===== src/rtl/apeq_pkg.sv =====
`default_nettype none

package apeq_pkg;

   localparam int DIGIT_WIDTH = 24;
   localparam int STEP_W = 4;
   localparam int CSR_INDEX_W = 2;

   typedef logic [STEP_W-1:0] step_type;
   typedef logic [CSR_INDEX_W-1:0] csr_index_type;

   localparam csr_index_type CSR_ALLPASS_COEF   = 2'd0;
   localparam csr_index_type CSR_CENTER_COEF    = 2'd1;
   localparam csr_index_type CSR_GAIN_MINUS_ONE = 2'd2;

   localparam step_type ST_IDLE    = 4'd0;
   localparam step_type ST_MUL_E   = 4'd1;
   localparam step_type ST_WAIT_E  = 4'd2;
   localparam step_type ST_MUL_P1  = 4'd3;
   localparam step_type ST_WAIT_P1 = 4'd4;
   localparam step_type ST_MUL_P2  = 4'd5;
   localparam step_type ST_WAIT_P2 = 4'd6;
   localparam step_type ST_MUL_CW  = 4'd7;
   localparam step_type ST_WAIT_CW = 4'd8;
   localparam step_type ST_MUL_T   = 4'd9;
   localparam step_type ST_WAIT_T  = 4'd10;
   localparam step_type ST_EMIT    = 4'd11;

   typedef enum logic [1:0] {
      JC_NEVER,
      JC_NO_REQ,
      JC_MUL_WAIT,
      JC_RSP_FULL
   } jump_cond_type;

   typedef enum logic [2:0] {
      ACT_NONE,
      ACT_LOAD_X,
      ACT_SAVE_P1,
      ACT_SAVE_W,
      ACT_EMIT
   } action_type;

   typedef enum logic [1:0] {
      A_D,
      A_E,
      A_C,
      A_H
   } a_sel_type;

   typedef enum logic [2:0] {
      B_ONEC,
      B_S1,
      B_S2,
      B_W,
      B_DIFF
   } b_sel_type;

   typedef struct packed {
      jump_cond_type cond;
      step_type      target;
      logic          last;
      logic          mul_start;
      a_sel_type     a_sel;
      b_sel_type     b_sel;
      logic          rnd_half;
      action_type    action;
   } uword_type;

   typedef struct packed {
      logic start;
      logic rnd_half;
   } mul_ctl_type;

   function automatic uword_type apeq_ucode(input step_type step);
      uword_type uw;
      uw = '0;
      uw.cond = JC_NEVER;
      uw.target = ST_IDLE;
      uw.a_sel = A_D;
      uw.b_sel = B_ONEC;
      uw.action = ACT_NONE;
      case (step)
         ST_IDLE: begin
            uw.cond = JC_NO_REQ;
            uw.target = ST_IDLE;
            uw.action = ACT_LOAD_X;
         end
         ST_MUL_E: begin
            uw.mul_start = 1'b1;
            uw.a_sel = A_D;
            uw.b_sel = B_ONEC;
         end
         ST_WAIT_E: begin
            uw.cond = JC_MUL_WAIT;
            uw.target = ST_WAIT_E;
         end
         ST_MUL_P1: begin
            uw.mul_start = 1'b1;
            uw.a_sel = A_E;
            uw.b_sel = B_S1;
         end
         ST_WAIT_P1: begin
            uw.cond = JC_MUL_WAIT;
            uw.target = ST_WAIT_P1;
         end
         ST_MUL_P2: begin
            uw.action = ACT_SAVE_P1;
            uw.mul_start = 1'b1;
            uw.a_sel = A_C;
            uw.b_sel = B_S2;
         end
         ST_WAIT_P2: begin
            uw.cond = JC_MUL_WAIT;
            uw.target = ST_WAIT_P2;
         end
         ST_MUL_CW: begin
            uw.action = ACT_SAVE_W;
            uw.mul_start = 1'b1;
            uw.a_sel = A_C;
            uw.b_sel = B_W;
         end
         ST_WAIT_CW: begin
            uw.cond = JC_MUL_WAIT;
            uw.target = ST_WAIT_CW;
         end
         ST_MUL_T: begin
            uw.mul_start = 1'b1;
            uw.a_sel = A_H;
            uw.b_sel = B_DIFF;
            uw.rnd_half = 1'b1;
         end
         ST_WAIT_T: begin
            uw.cond = JC_MUL_WAIT;
            uw.target = ST_WAIT_T;
         end
         ST_EMIT: begin
            uw.cond = JC_RSP_FULL;
            uw.target = ST_EMIT;
            uw.action = ACT_EMIT;
            uw.last = 1'b1;
         end
         default: begin
            uw.last = 1'b1;
         end
      endcase
      return uw;
   endfunction

endpackage

`default_nettype wire


===== src/rtl/apeq_req_if.sv =====
`default_nettype none

interface apeq_req_if #(
   parameter int SAMPLE_WIDTH = 24
) ();
   logic                           valid;
   logic                           ready;
   logic signed [SAMPLE_WIDTH-1:0] sample_in;

   modport source (output valid, output sample_in, input ready);
   modport sink (input valid, input sample_in, output ready);
endinterface

`default_nettype wire


===== src/rtl/apeq_rsp_if.sv =====
`default_nettype none

interface apeq_rsp_if #(
   parameter int SAMPLE_WIDTH = 24
) ();
   logic                           valid;
   logic                           ready;
   logic signed [SAMPLE_WIDTH-1:0] sample_out;
   logic                           clipped;

   modport source (output valid, output sample_out, output clipped, input ready);
   modport sink (input valid, input sample_out, input clipped, output ready);
endinterface

`default_nettype wire


===== src/rtl/apeq_mul.sv =====
`default_nettype none

module apeq_mul
   import apeq_pkg::*;
#(
   parameter int A_WIDTH   = 28,
   parameter int B_WIDTH   = 36,
   parameter int RES_WIDTH = 41,
   parameter int FRAC_BITS = 22
) (
   input  wire                                clock,
   input  wire                                reset,
   input  wire mul_ctl_type                   ctl,
   input  wire logic signed [A_WIDTH-1:0]     a,
   input  wire logic signed [B_WIDTH-1:0]     b,
   output logic                               done,
   output logic signed [RES_WIDTH-1:0]        res
);

   localparam int ND   = (B_WIDTH + DIGIT_WIDTH - 1) / DIGIT_WIDTH;
   localparam int BP   = ND * DIGIT_WIDTH;
   localparam int PW   = A_WIDTH + BP;
   localparam int PPW  = A_WIDTH + DIGIT_WIDTH + 1;
   localparam int CNTW = $clog2(ND + 2);

   localparam logic signed [PW-1:0] HALF_F  = PW'(1) <<< (FRAC_BITS - 1);
   localparam logic signed [PW-1:0] HALF_F1 = PW'(1) <<< FRAC_BITS;

   logic                    busy_ff;
   logic [CNTW-1:0]         cnt_ff;
   logic signed [A_WIDTH-1:0] a_ff;
   logic signed [BP-1:0]    b_ff;
   logic signed [PPW-1:0]   pp_ff;
   logic signed [PW-1:0]    acc_ff;
   logic signed [RES_WIDTH-1:0] res_ff;
   logic                    rnd_ff;

   logic                    issue;
   logic                    accum;
   logic                    last;
   logic [DIGIT_WIDTH-1:0]  top_digit;
   logic signed [DIGIT_WIDTH:0] digit_s;
   logic signed [PW-1:0]    rnd_add;
   logic signed [PW-1:0]    neg_ext;
   logic signed [PW-1:0]    sum_r;
   logic signed [PW-1:0]    shifted;

   always_comb begin
      issue = (cnt_ff < CNTW'(ND));
      accum = (cnt_ff != '0) && (cnt_ff <= CNTW'(ND));
      last = (cnt_ff == CNTW'(ND + 1));
      top_digit = b_ff[BP-1 -: DIGIT_WIDTH];
      digit_s = {(cnt_ff == '0) ? top_digit[DIGIT_WIDTH-1] : 1'b0, top_digit};
      rnd_add = rnd_ff ? HALF_F1 : HALF_F;
      neg_ext = {{(PW-1){1'b0}}, acc_ff[PW-1]};
      sum_r = acc_ff + rnd_add - neg_ext;
      shifted = rnd_ff ? (sum_r >>> (FRAC_BITS + 1)) : (sum_r >>> FRAC_BITS);
      done = busy_ff && last;
      res = res_ff;
   end

   always_ff @(posedge clock) begin
      if (reset) begin
         busy_ff <= 1'b0;
         cnt_ff <= '0;
      end else if (ctl.start) begin
         busy_ff <= 1'b1;
         cnt_ff <= '0;
      end else if (busy_ff) begin
         cnt_ff <= cnt_ff + CNTW'(1);
         if (last) begin
            busy_ff <= 1'b0;
         end
      end
   end

   always_ff @(posedge clock) begin
      if (ctl.start) begin
         a_ff <= a;
         b_ff <= BP'(b);
         acc_ff <= '0;
         rnd_ff <= ctl.rnd_half;
      end else if (busy_ff) begin
         if (issue) begin
            pp_ff <= a_ff * digit_s;
            b_ff <= b_ff << DIGIT_WIDTH;
         end
         if (accum) begin
            acc_ff <= (acc_ff <<< DIGIT_WIDTH) + PW'(pp_ff);
         end
         if (last) begin
            res_ff <= RES_WIDTH'(shifted);
         end
      end
   end

endmodule

`default_nettype wire


===== src/rtl/allpass_peak_eq_filter.sv =====
`default_nettype none

// Peak (bell) equalizer on a second-order allpass section, one signed Q1.(SAMPLE_WIDTH-1)
// sample per item and one saturated sample per result, with clipped set when the output or
// the new allpass state saturated. Coefficients c, d (Q2.F) and h0 (Q6.F) are written through
// the csr port and all reset to zero, and so does the filter state; they must be written only
// while the block is idle, which the block itself does not enforce. The five products of each
// item run one after another in a single shared multiplier that takes one 24-bit digit of
// its second operand per cycle, under a small microcode program; the widest second operand
// is max(SAMPLE_WIDTH+12, COEF_FRAC_BITS+3) bits. The next item is accepted as soon as the
// result is in the output register, even while it still waits to be taken.
module allpass_peak_eq_filter
   import apeq_pkg::*;
#(
   parameter int SAMPLE_WIDTH   = 24,
   parameter int COEF_FRAC_BITS = 22
) (
   input  wire                               clock,
   input  wire                               reset,
   apeq_req_if.sink                          req_chan,
   apeq_rsp_if.source                        rsp_chan,
   input  wire                               csr_we,
   input  wire csr_index_type                csr_index,
   input  wire logic [COEF_FRAC_BITS+5:0]    csr_wdata
);

   localparam int SW  = SAMPLE_WIDTH;
   localparam int F   = COEF_FRAC_BITS;
   localparam int STW = SW + 8;
   localparam int CW  = F + 2;
   localparam int HW  = F + 6;
   localparam int OCW = F + 3;
   localparam int EW  = F + 4;
   localparam int P1W = SW + 11;
   localparam int DW  = SW + 12;
   localparam int TW  = SW + 17;
   localparam int YW  = SW + 18;
   localparam int AW  = HW;
   localparam int BW  = (DW > OCW) ? DW : OCW;
   localparam int RW  = (TW > EW) ? TW : EW;

   localparam logic signed [OCW-1:0] ONE_Q  = OCW'(64'sd1 <<< F);
   localparam logic signed [STW-1:0] ST_MAX = {1'b0, {(STW-1){1'b1}}};
   localparam logic signed [STW-1:0] ST_MIN = {1'b1, {(STW-1){1'b0}}};
   localparam logic signed [SW-1:0]  Y_MAX  = {1'b0, {(SW-1){1'b1}}};
   localparam logic signed [SW-1:0]  Y_MIN  = {1'b1, {(SW-1){1'b0}}};

   step_type                step_ff;
   step_type                step_in;
   uword_type               uw;
   logic                    jump;
   logic                    go;

   logic signed [CW-1:0]    c_ff;
   logic signed [CW-1:0]    d_ff;
   logic signed [HW-1:0]    h0_ff;
   logic signed [STW-1:0]   s1_ff;
   logic signed [STW-1:0]   s2_ff;
   logic signed [SW-1:0]    x_ff;
   logic signed [P1W-1:0]   p1_ff;
   logic signed [STW-1:0]   w_ff;
   logic                    clip_ff;
   logic                    rsp_valid_ff;
   logic signed [SW-1:0]    out_ff;
   logic                    out_clip_ff;

   mul_ctl_type             mul_ctl;
   logic signed [AW-1:0]    mul_a;
   logic signed [BW-1:0]    mul_b;
   logic                    mul_done;
   logic signed [RW-1:0]    mul_res;

   logic signed [OCW-1:0]   onec;
   logic signed [DW-1:0]    sum_w;
   logic [DW-STW:0]         w_hi;
   logic                    w_ovf;
   logic signed [STW-1:0]   w_in;
   logic signed [DW-1:0]    diff_in;
   logic signed [YW-1:0]    sum_y;
   logic [YW-SW:0]          y_hi;
   logic                    y_ovf;
   logic signed [SW-1:0]    y_sat;

   apeq_mul #(
      .A_WIDTH(AW),
      .B_WIDTH(BW),
      .RES_WIDTH(RW),
      .FRAC_BITS(F)
   ) u_apeq_mul (
      .clock(clock),
      .reset(reset),
      .ctl(mul_ctl),
      .a(mul_a),
      .b(mul_b),
      .done(mul_done),
      .res(mul_res)
   );

   // sequencer
   always_ff @(posedge clock) begin
      if (reset) begin
         step_ff <= ST_IDLE;
      end else begin
         step_ff <= step_in;
      end
   end

   always_comb begin
      uw = apeq_ucode(step_ff);
      case (uw.cond)
         JC_NEVER:    jump = 1'b0;
         JC_NO_REQ:   jump = !req_chan.valid;
         JC_MUL_WAIT: jump = !mul_done;
         JC_RSP_FULL: jump = rsp_valid_ff && !rsp_chan.ready;
         default:     jump = 1'b0;
      endcase
      go = !jump;
      if (jump) begin
         step_in = uw.target;
      end else if (uw.last) begin
         step_in = ST_IDLE;
      end else begin
         step_in = step_ff + STEP_W'(1);
      end
      req_chan.ready = (uw.action == ACT_LOAD_X);
      mul_ctl.start = uw.mul_start && go;
      mul_ctl.rnd_half = uw.rnd_half;
   end

   // datapath
   always_comb begin
      onec = ONE_Q - OCW'(c_ff);

      sum_w = DW'(x_ff) - DW'(p1_ff) + DW'(mul_res);
      w_hi = sum_w[DW-1:STW-1];
      w_ovf = !((&w_hi) || !(|w_hi));
      w_in = w_ovf ? (sum_w[DW-1] ? ST_MIN : ST_MAX) : sum_w[STW-1:0];

      diff_in = DW'(x_ff) + DW'(mul_res) - DW'(p1_ff) - DW'(s2_ff);

      sum_y = YW'(x_ff) + YW'(mul_res);
      y_hi = sum_y[YW-1:SW-1];
      y_ovf = !((&y_hi) || !(|y_hi));
      y_sat = y_ovf ? (sum_y[YW-1] ? Y_MIN : Y_MAX) : sum_y[SW-1:0];

      case (uw.a_sel)
         A_D:     mul_a = AW'(d_ff);
         A_E:     mul_a = AW'(mul_res);
         A_C:     mul_a = AW'(c_ff);
         A_H:     mul_a = h0_ff;
         default: mul_a = '0;
      endcase

      case (uw.b_sel)
         B_ONEC:  mul_b = BW'(onec);
         B_S1:    mul_b = BW'(s1_ff);
         B_S2:    mul_b = BW'(s2_ff);
         B_W:     mul_b = BW'(w_in);
         B_DIFF:  mul_b = BW'(diff_in);
         default: mul_b = '0;
      endcase
   end

   always_ff @(posedge clock) begin
      if (reset) begin
         c_ff <= '0;
         d_ff <= '0;
         h0_ff <= '0;
      end else if (csr_we) begin
         case (csr_index)
            CSR_ALLPASS_COEF:   c_ff <= csr_wdata[CW-1:0];
            CSR_CENTER_COEF:    d_ff <= csr_wdata[CW-1:0];
            CSR_GAIN_MINUS_ONE: h0_ff <= csr_wdata;
            default: begin
            end
         endcase
      end
   end

   always_ff @(posedge clock) begin
      if (reset) begin
         s1_ff <= '0;
         s2_ff <= '0;
         rsp_valid_ff <= 1'b0;
      end else begin
         if (go && uw.action == ACT_EMIT) begin
            rsp_valid_ff <= 1'b1;
            s2_ff <= s1_ff;
            s1_ff <= w_ff;
         end else if (rsp_chan.ready) begin
            rsp_valid_ff <= 1'b0;
         end
      end
   end

   always_ff @(posedge clock) begin
      if (go) begin
         case (uw.action)
            ACT_LOAD_X:    x_ff <= req_chan.sample_in;
            ACT_SAVE_P1:   p1_ff <= P1W'(mul_res);
            ACT_SAVE_W: begin
               w_ff <= w_in;
               clip_ff <= w_ovf;
            end
            ACT_EMIT: begin
               out_ff <= y_sat;
               out_clip_ff <= clip_ff || y_ovf;
            end
            default: begin
            end
         endcase
      end
   end

   assign rsp_chan.valid = rsp_valid_ff;
   assign rsp_chan.sample_out = out_ff;
   assign rsp_chan.clipped = out_clip_ff;

endmodule

`default_nettype wire


===== src/flat_wrapper.sv =====
// flat-port wrapper written by rule: the top's interface ports become plain ports
module allpass_peak_eq_filter_flat import apeq_pkg::*;
#(
   parameter int SAMPLE_WIDTH   = 24,
   parameter int COEF_FRAC_BITS = 22
)
  (clock, reset, csr_we, csr_index, csr_wdata, req_chan_valid, req_chan_sample_in, req_chan_ready, rsp_chan_valid, rsp_chan_sample_out, rsp_chan_clipped, rsp_chan_ready);
  apeq_req_if #(.SAMPLE_WIDTH(SAMPLE_WIDTH)) req_chan_i ();
  apeq_rsp_if #(.SAMPLE_WIDTH(SAMPLE_WIDTH)) rsp_chan_i ();
  input  wire clock;
  input  wire reset;
  input  wire csr_we;
  input  wire csr_index_type csr_index;
  input  wire logic [COEF_FRAC_BITS+5:0] csr_wdata;
  input wire logic [$bits(req_chan_i.valid)-1:0] req_chan_valid;
  input wire logic [$bits(req_chan_i.sample_in)-1:0] req_chan_sample_in;
  output wire logic [$bits(req_chan_i.ready)-1:0] req_chan_ready;
  output wire logic [$bits(rsp_chan_i.valid)-1:0] rsp_chan_valid;
  output wire logic [$bits(rsp_chan_i.sample_out)-1:0] rsp_chan_sample_out;
  output wire logic [$bits(rsp_chan_i.clipped)-1:0] rsp_chan_clipped;
  input wire logic [$bits(rsp_chan_i.ready)-1:0] rsp_chan_ready;
  assign req_chan_i.valid = req_chan_valid;
  assign req_chan_i.sample_in = req_chan_sample_in;
  assign req_chan_ready = req_chan_i.ready;
  assign rsp_chan_valid = rsp_chan_i.valid;
  assign rsp_chan_sample_out = rsp_chan_i.sample_out;
  assign rsp_chan_clipped = rsp_chan_i.clipped;
  assign rsp_chan_i.ready = rsp_chan_ready;
  allpass_peak_eq_filter #(.SAMPLE_WIDTH(SAMPLE_WIDTH), .COEF_FRAC_BITS(COEF_FRAC_BITS)) u_core (.clock(clock), .reset(reset), .req_chan(req_chan_i), .rsp_chan(rsp_chan_i), .csr_we(csr_we), .csr_index(csr_index), .csr_wdata(csr_wdata));
endmodule

===== config.mk =====
export PLATFORM = sky130hd
export DESIGN_NAME = allpass_peak_eq_filter_flat
export DESIGN_NICKNAME = d
export VERILOG_FILES = /design/src/rtl/apeq_pkg.sv /design/src/rtl/apeq_req_if.sv /design/src/rtl/apeq_rsp_if.sv /design/src/rtl/apeq_mul.sv /design/src/rtl/allpass_peak_eq_filter.sv /design/src/flat_wrapper.sv
export SDC_FILE = /design/constraint.sdc
export NUM_CORES = 2
export LEC_CHECK = 0
export ABC_AREA = 1
export ABC_CLOCK_PERIOD_IN_PS = 9450
export BUFFER_PORTS_ARGS = -buffer_cell sky130_fd_sc_hd__buf_2
export CAP_MARGIN = 5
export CORE_MARGIN = 2
export CORE_UTILIZATION = 35
export CTS_BUF_LIST = sky130_fd_sc_hd__clkbuf_8
export CTS_CLUSTER_DIAMETER = 120
export DETAILED_ROUTE_END_ITERATION = 16
export PLACE_DENSITY_LB_ADDON = 0.05
export SLEW_MARGIN = 20
export SYNTH_ARGS = -nofsm -noshare
export SYNTH_HDL_FRONTEND = slang
export SYNTH_SLANG_ARGS = --single-unit

===== constraint.sdc =====
create_clock -name clock -period 9.45 [get_ports clock]
set_input_delay 0.4725 -clock clock [delete_from_list [all_inputs] [get_ports clock]]
set_output_delay 0.4725 -clock clock [all_outputs]
set_load 0.02 [all_outputs]

==> metrics <==
initial antenna violation count 17; Arr. time, crit path between 8 and 9 ns; met2 Usage GRT around 46%; met3 Use GR about 3.7%; Cells after Synth between 8,000 and 9,000; setup violators final 0; number of enable flip-flop cells after synthesis 288; Post-Synth Simple-Gate Area between 20% and 30%; share of cells above drive strength 1 under 10%; launch point of the worst reg-to-reg path u_core.u_apeq_mul.b_ff[28]; gr usage total approximately 29%; Place WS 1.58 ns; CTS root buf clkbuf_8; worst stage delay on the critical path roughly 1.1 ns; most common cell in the synthesized netlist nand2_1; area leader, netlist fa_1; GP Congestion roughly 0.97; total wire length between 200,000 and 300,000 um; CTS sink cnt between 500 and 600; Antenna Nets Post-Route 0; Worst R2R Path Depth 21; Clock Skew just under 0.1 ns; Die Y approximately 430 um; Area growth, synth to finish 8.99%; HP Class in2reg; WP depth 21; Final Cycle Share between 80% and 90%; Avg WL per Cell approximately 24 um; met1 GRT Util 40.8%; Mapped Area about 64,000 um^2; Crit path top cell by count fa_1; die span in x between 400 and 500 um; CP endpoint kind flip-flop; Slowest cell on crit path fa_1; sequential element share of the synthesized area a little over 20%; Reg2Reg Setup Slack about 1.5 ns; CP cell instances buf_4 -> nand2_1 -> inv_1 -> fa_1 -> fa_1 -> fa_1 -> inv_1 -> fa_1 -> fa_1 -> fa_1 -> inv_1 -> fa_1 -> ha_1 -> nand2_1 -> nor2_1 -> inv_1 -> nor2_1 -> and3_1 -> nand3_1 -> o221ai_1 -> xor2_1; Final WS setup 1.52 ns; TritonCTS clock tree done; CP Launch Point u_core.u_apeq_mul.b_ff[28]; syn_area_per_cell roughly 7.6 um^2; Core Footprint 181,000 um^2; max-slew violation count 0; Synth Register Bits 501; FILL cells 19,236; io pins 86; via-per-instance ratio roughly 5.1; post-synthesis mux area share less than 1%; largest family of logic cells by synthesized area adder cells; ys async rst share 0%; fmax ~130 MHz; cell row count between 150 and 200; CP Max Fanout 18; # H-tree levels 3; GRT overflow 0; Yosys warnings 0; CTS Buffer Depth 3; Post-layout nets about 9,800; WS Path Type reg2reg; crit path launch type flip-flop; status finished clean; adder-cell share of the synthesized area 33.6%; via count 55,794; DRC viols 0; Yosys top cell area share about a quarter; Starting Density roughly a third; synth top area cells fa_1 (26%), edfxtp_1 (14%), nand2_1 (12%), inv_1 (11%), ha_1 (7.5%); Iter 0 DRT Violations between 4,000 and 5,000; total CTS buffers a little over 100; Final TNS setup 0 ns; First-pass DRT Iterations 6; detailed placement HPWL between 200,000 and 250,000 um; PortBufs 85; Post-CTS Setup Inserts 0; number of max-cap violations 0; vias in the first global route 56,314; top cells by count, synth nand2_1 (2,104), inv_1 (1,910), fa_1 (834); Util after Layout between 30 and 40%; xor/xnor share of the synthesized area around 2.1%; largest net degree at the start of global routing a little under 80; last element of the critical path u_core.u_apeq_mul.pp_ff[45]; first-pass GRT wire length roughly 390,000 um; RSZ-0062 raised after global routing no; slew at the pin closest to its max-slew limit ~1.2 ns; crit-path leading delay family adder cells; clock slew at reported path FFs about 0.060 ns; die area ~190,000 um^2; worst skew pair latency ~0.90 ns; ys flop type edfxtp_1; Compound-Gate Fraction of Synth Area between 10% and 20%; relative slew slack between 20% and 30%; Syn Nets slightly below 10,000; Final min period roughly 7.9 ns; critical path buffer and inverter count 5; Worst EP required between 10 and 15 ns; Distinct cells, synth 59; GRT Max-Usage Layer met2; Final Hold Fails 0; FF-to-FF End u_core.u_apeq_mul.pp_ff[45]
how the worst min path moves through the flow:
stage,from,end,slack (ns),cells past startpoint
finish,csr_we,u_core.c_ff[16],0.08,3
global route,csr_we,u_core.c_ff[16],0.03,3
CTS,csr_we,u_core.c_ff[16],0.003,3
detailed placement,u_core.h0_ff[1],u_core.h0_ff[1],0.45,2
global placement,u_core.h0_ff[4],u_core.h0_ff[4],0.45,2
floorplan,u_core.h0_ff[1],u_core.h0_ff[1],0.44,2
flip-flops by register name, indices dropped and copies added, names as in the netlist, 2 cells and up:
| register | cells |
|---|---|
| u_core.c_ff | 24 |
| u_core.d_ff | 24 |
| u_core.h0_ff | 28 |
| u_core.p1_ff | 35 |
| u_core.rsp_chan.sample_out | 24 |
| u_core.s1_ff | 32 |
| u_core.s2_ff | 32 |
| u_core.step_ff | 4 |
| u_core.u_apeq_mul.a_ff | 28 |
| u_core.u_apeq_mul.acc_ff | 65 |
| u_core.u_apeq_mul.b_ff | 48 |
| u_core.u_apeq_mul.cnt_ff | 2 |
| u_core.u_apeq_mul.pp_ff | 53 |
| u_core.u_apeq_mul.res | 41 |
| u_core.w_ff | 32 |
| u_core.x_ff | 24 |
through the flow:
| stage | cell area (um^2) | instances | hold slack [ns] |
|---|---|---|---|
| 6_report | 69600 | 10968 | 0.0758 |
| 2_1_floorplan | 63800 | 8449 | 0.440 |
| 3_5_place_dp | 66900 | 10724 | 0.453 |
| 5_1_grt | 69600 | 10967 | 0.0321 |
| 3_3_place_gp | 66900 | 10723 | 0.448 |
| 4_1_cts | 69500 | 10963 | 0.00339 |
worst reg2reg max path, stage by stage, from the launching register on:
cell      delay [ns]
edfxtp_1        1.03
buf_4           0.37
nand2_1         0.12
inv_1           0.14
fa_1            0.46
fa_1            0.57
fa_1            1.12
inv_1           0.13
fa_1            0.48
fa_1            0.47
fa_1            0.52
inv_1           0.05
fa_1            0.43
ha_1            0.48
nand2_1         0.13
nor2_1          0.20
inv_1           0.10
nor2_1          0.19
and3_1          0.21
nand3_1         0.07
o221ai_1        0.28
xor2_1          0.11
what timing repair did:
| item | CTS | global route |
|---|---|---|
| gates resized for setup | 0 | 0 |
| hold endpoints to repair | 86 | 0 |
| hold buffers | 51 | 0 |
kinds of logic (layout without fill, tap and decap cells):
| group | Yosys count | in the layout |
|---|---|---|
| buffers and inverters | 2203 | 2348 |
| adders and majority gates | 1216 | 1216 |
| DFF | 501 | 501 |
| AOI/OAI and AO/OA | 1119 | 1119 |
| xor gates and xnor gates | 156 | 156 |
| and+or+nand+nor | 3252 | 3252 |
| muxes | 2 | 2 |
| other | 0 | 4 |
cell type report:
cell class	instances	area [um^2]	share of cell area [%]
repair buffers	235	1710	2.46
multi-input cells	5745	42600	61.3
clock buffers	116	1600	2.30
flip-flops and latches	501	12900	18.6
diodes	4	10.0	0.0144
clock inverters	72	522	0.750
inverters	1925	7230	10.4
well taps	2370	2970	4.26
routing by layer:
metal | up-vias | wire length (um)
li1 | 26199 | -
met1 | 27699 | 122000
met2 | 1606 | 122000
met3 | 284 | 15100
met4 | 6 | 7890
met5 | - | 41
layout by cell type (no fill, tap or decap), drive strengths merged, types with 116 or more instances in the layout:
cell type	n
nor2	610
buf	184
edfxtp	288
nand3	332
nand2	2112
clkbuf	116
a21oi	515
ha	382
fa	834
dfxtp	213
o21ai	253
inv	1962
Power is left out: the tool's default activity adds up to more than one toggle a clock period on the data nets, which glitch-free logic cannot reach.
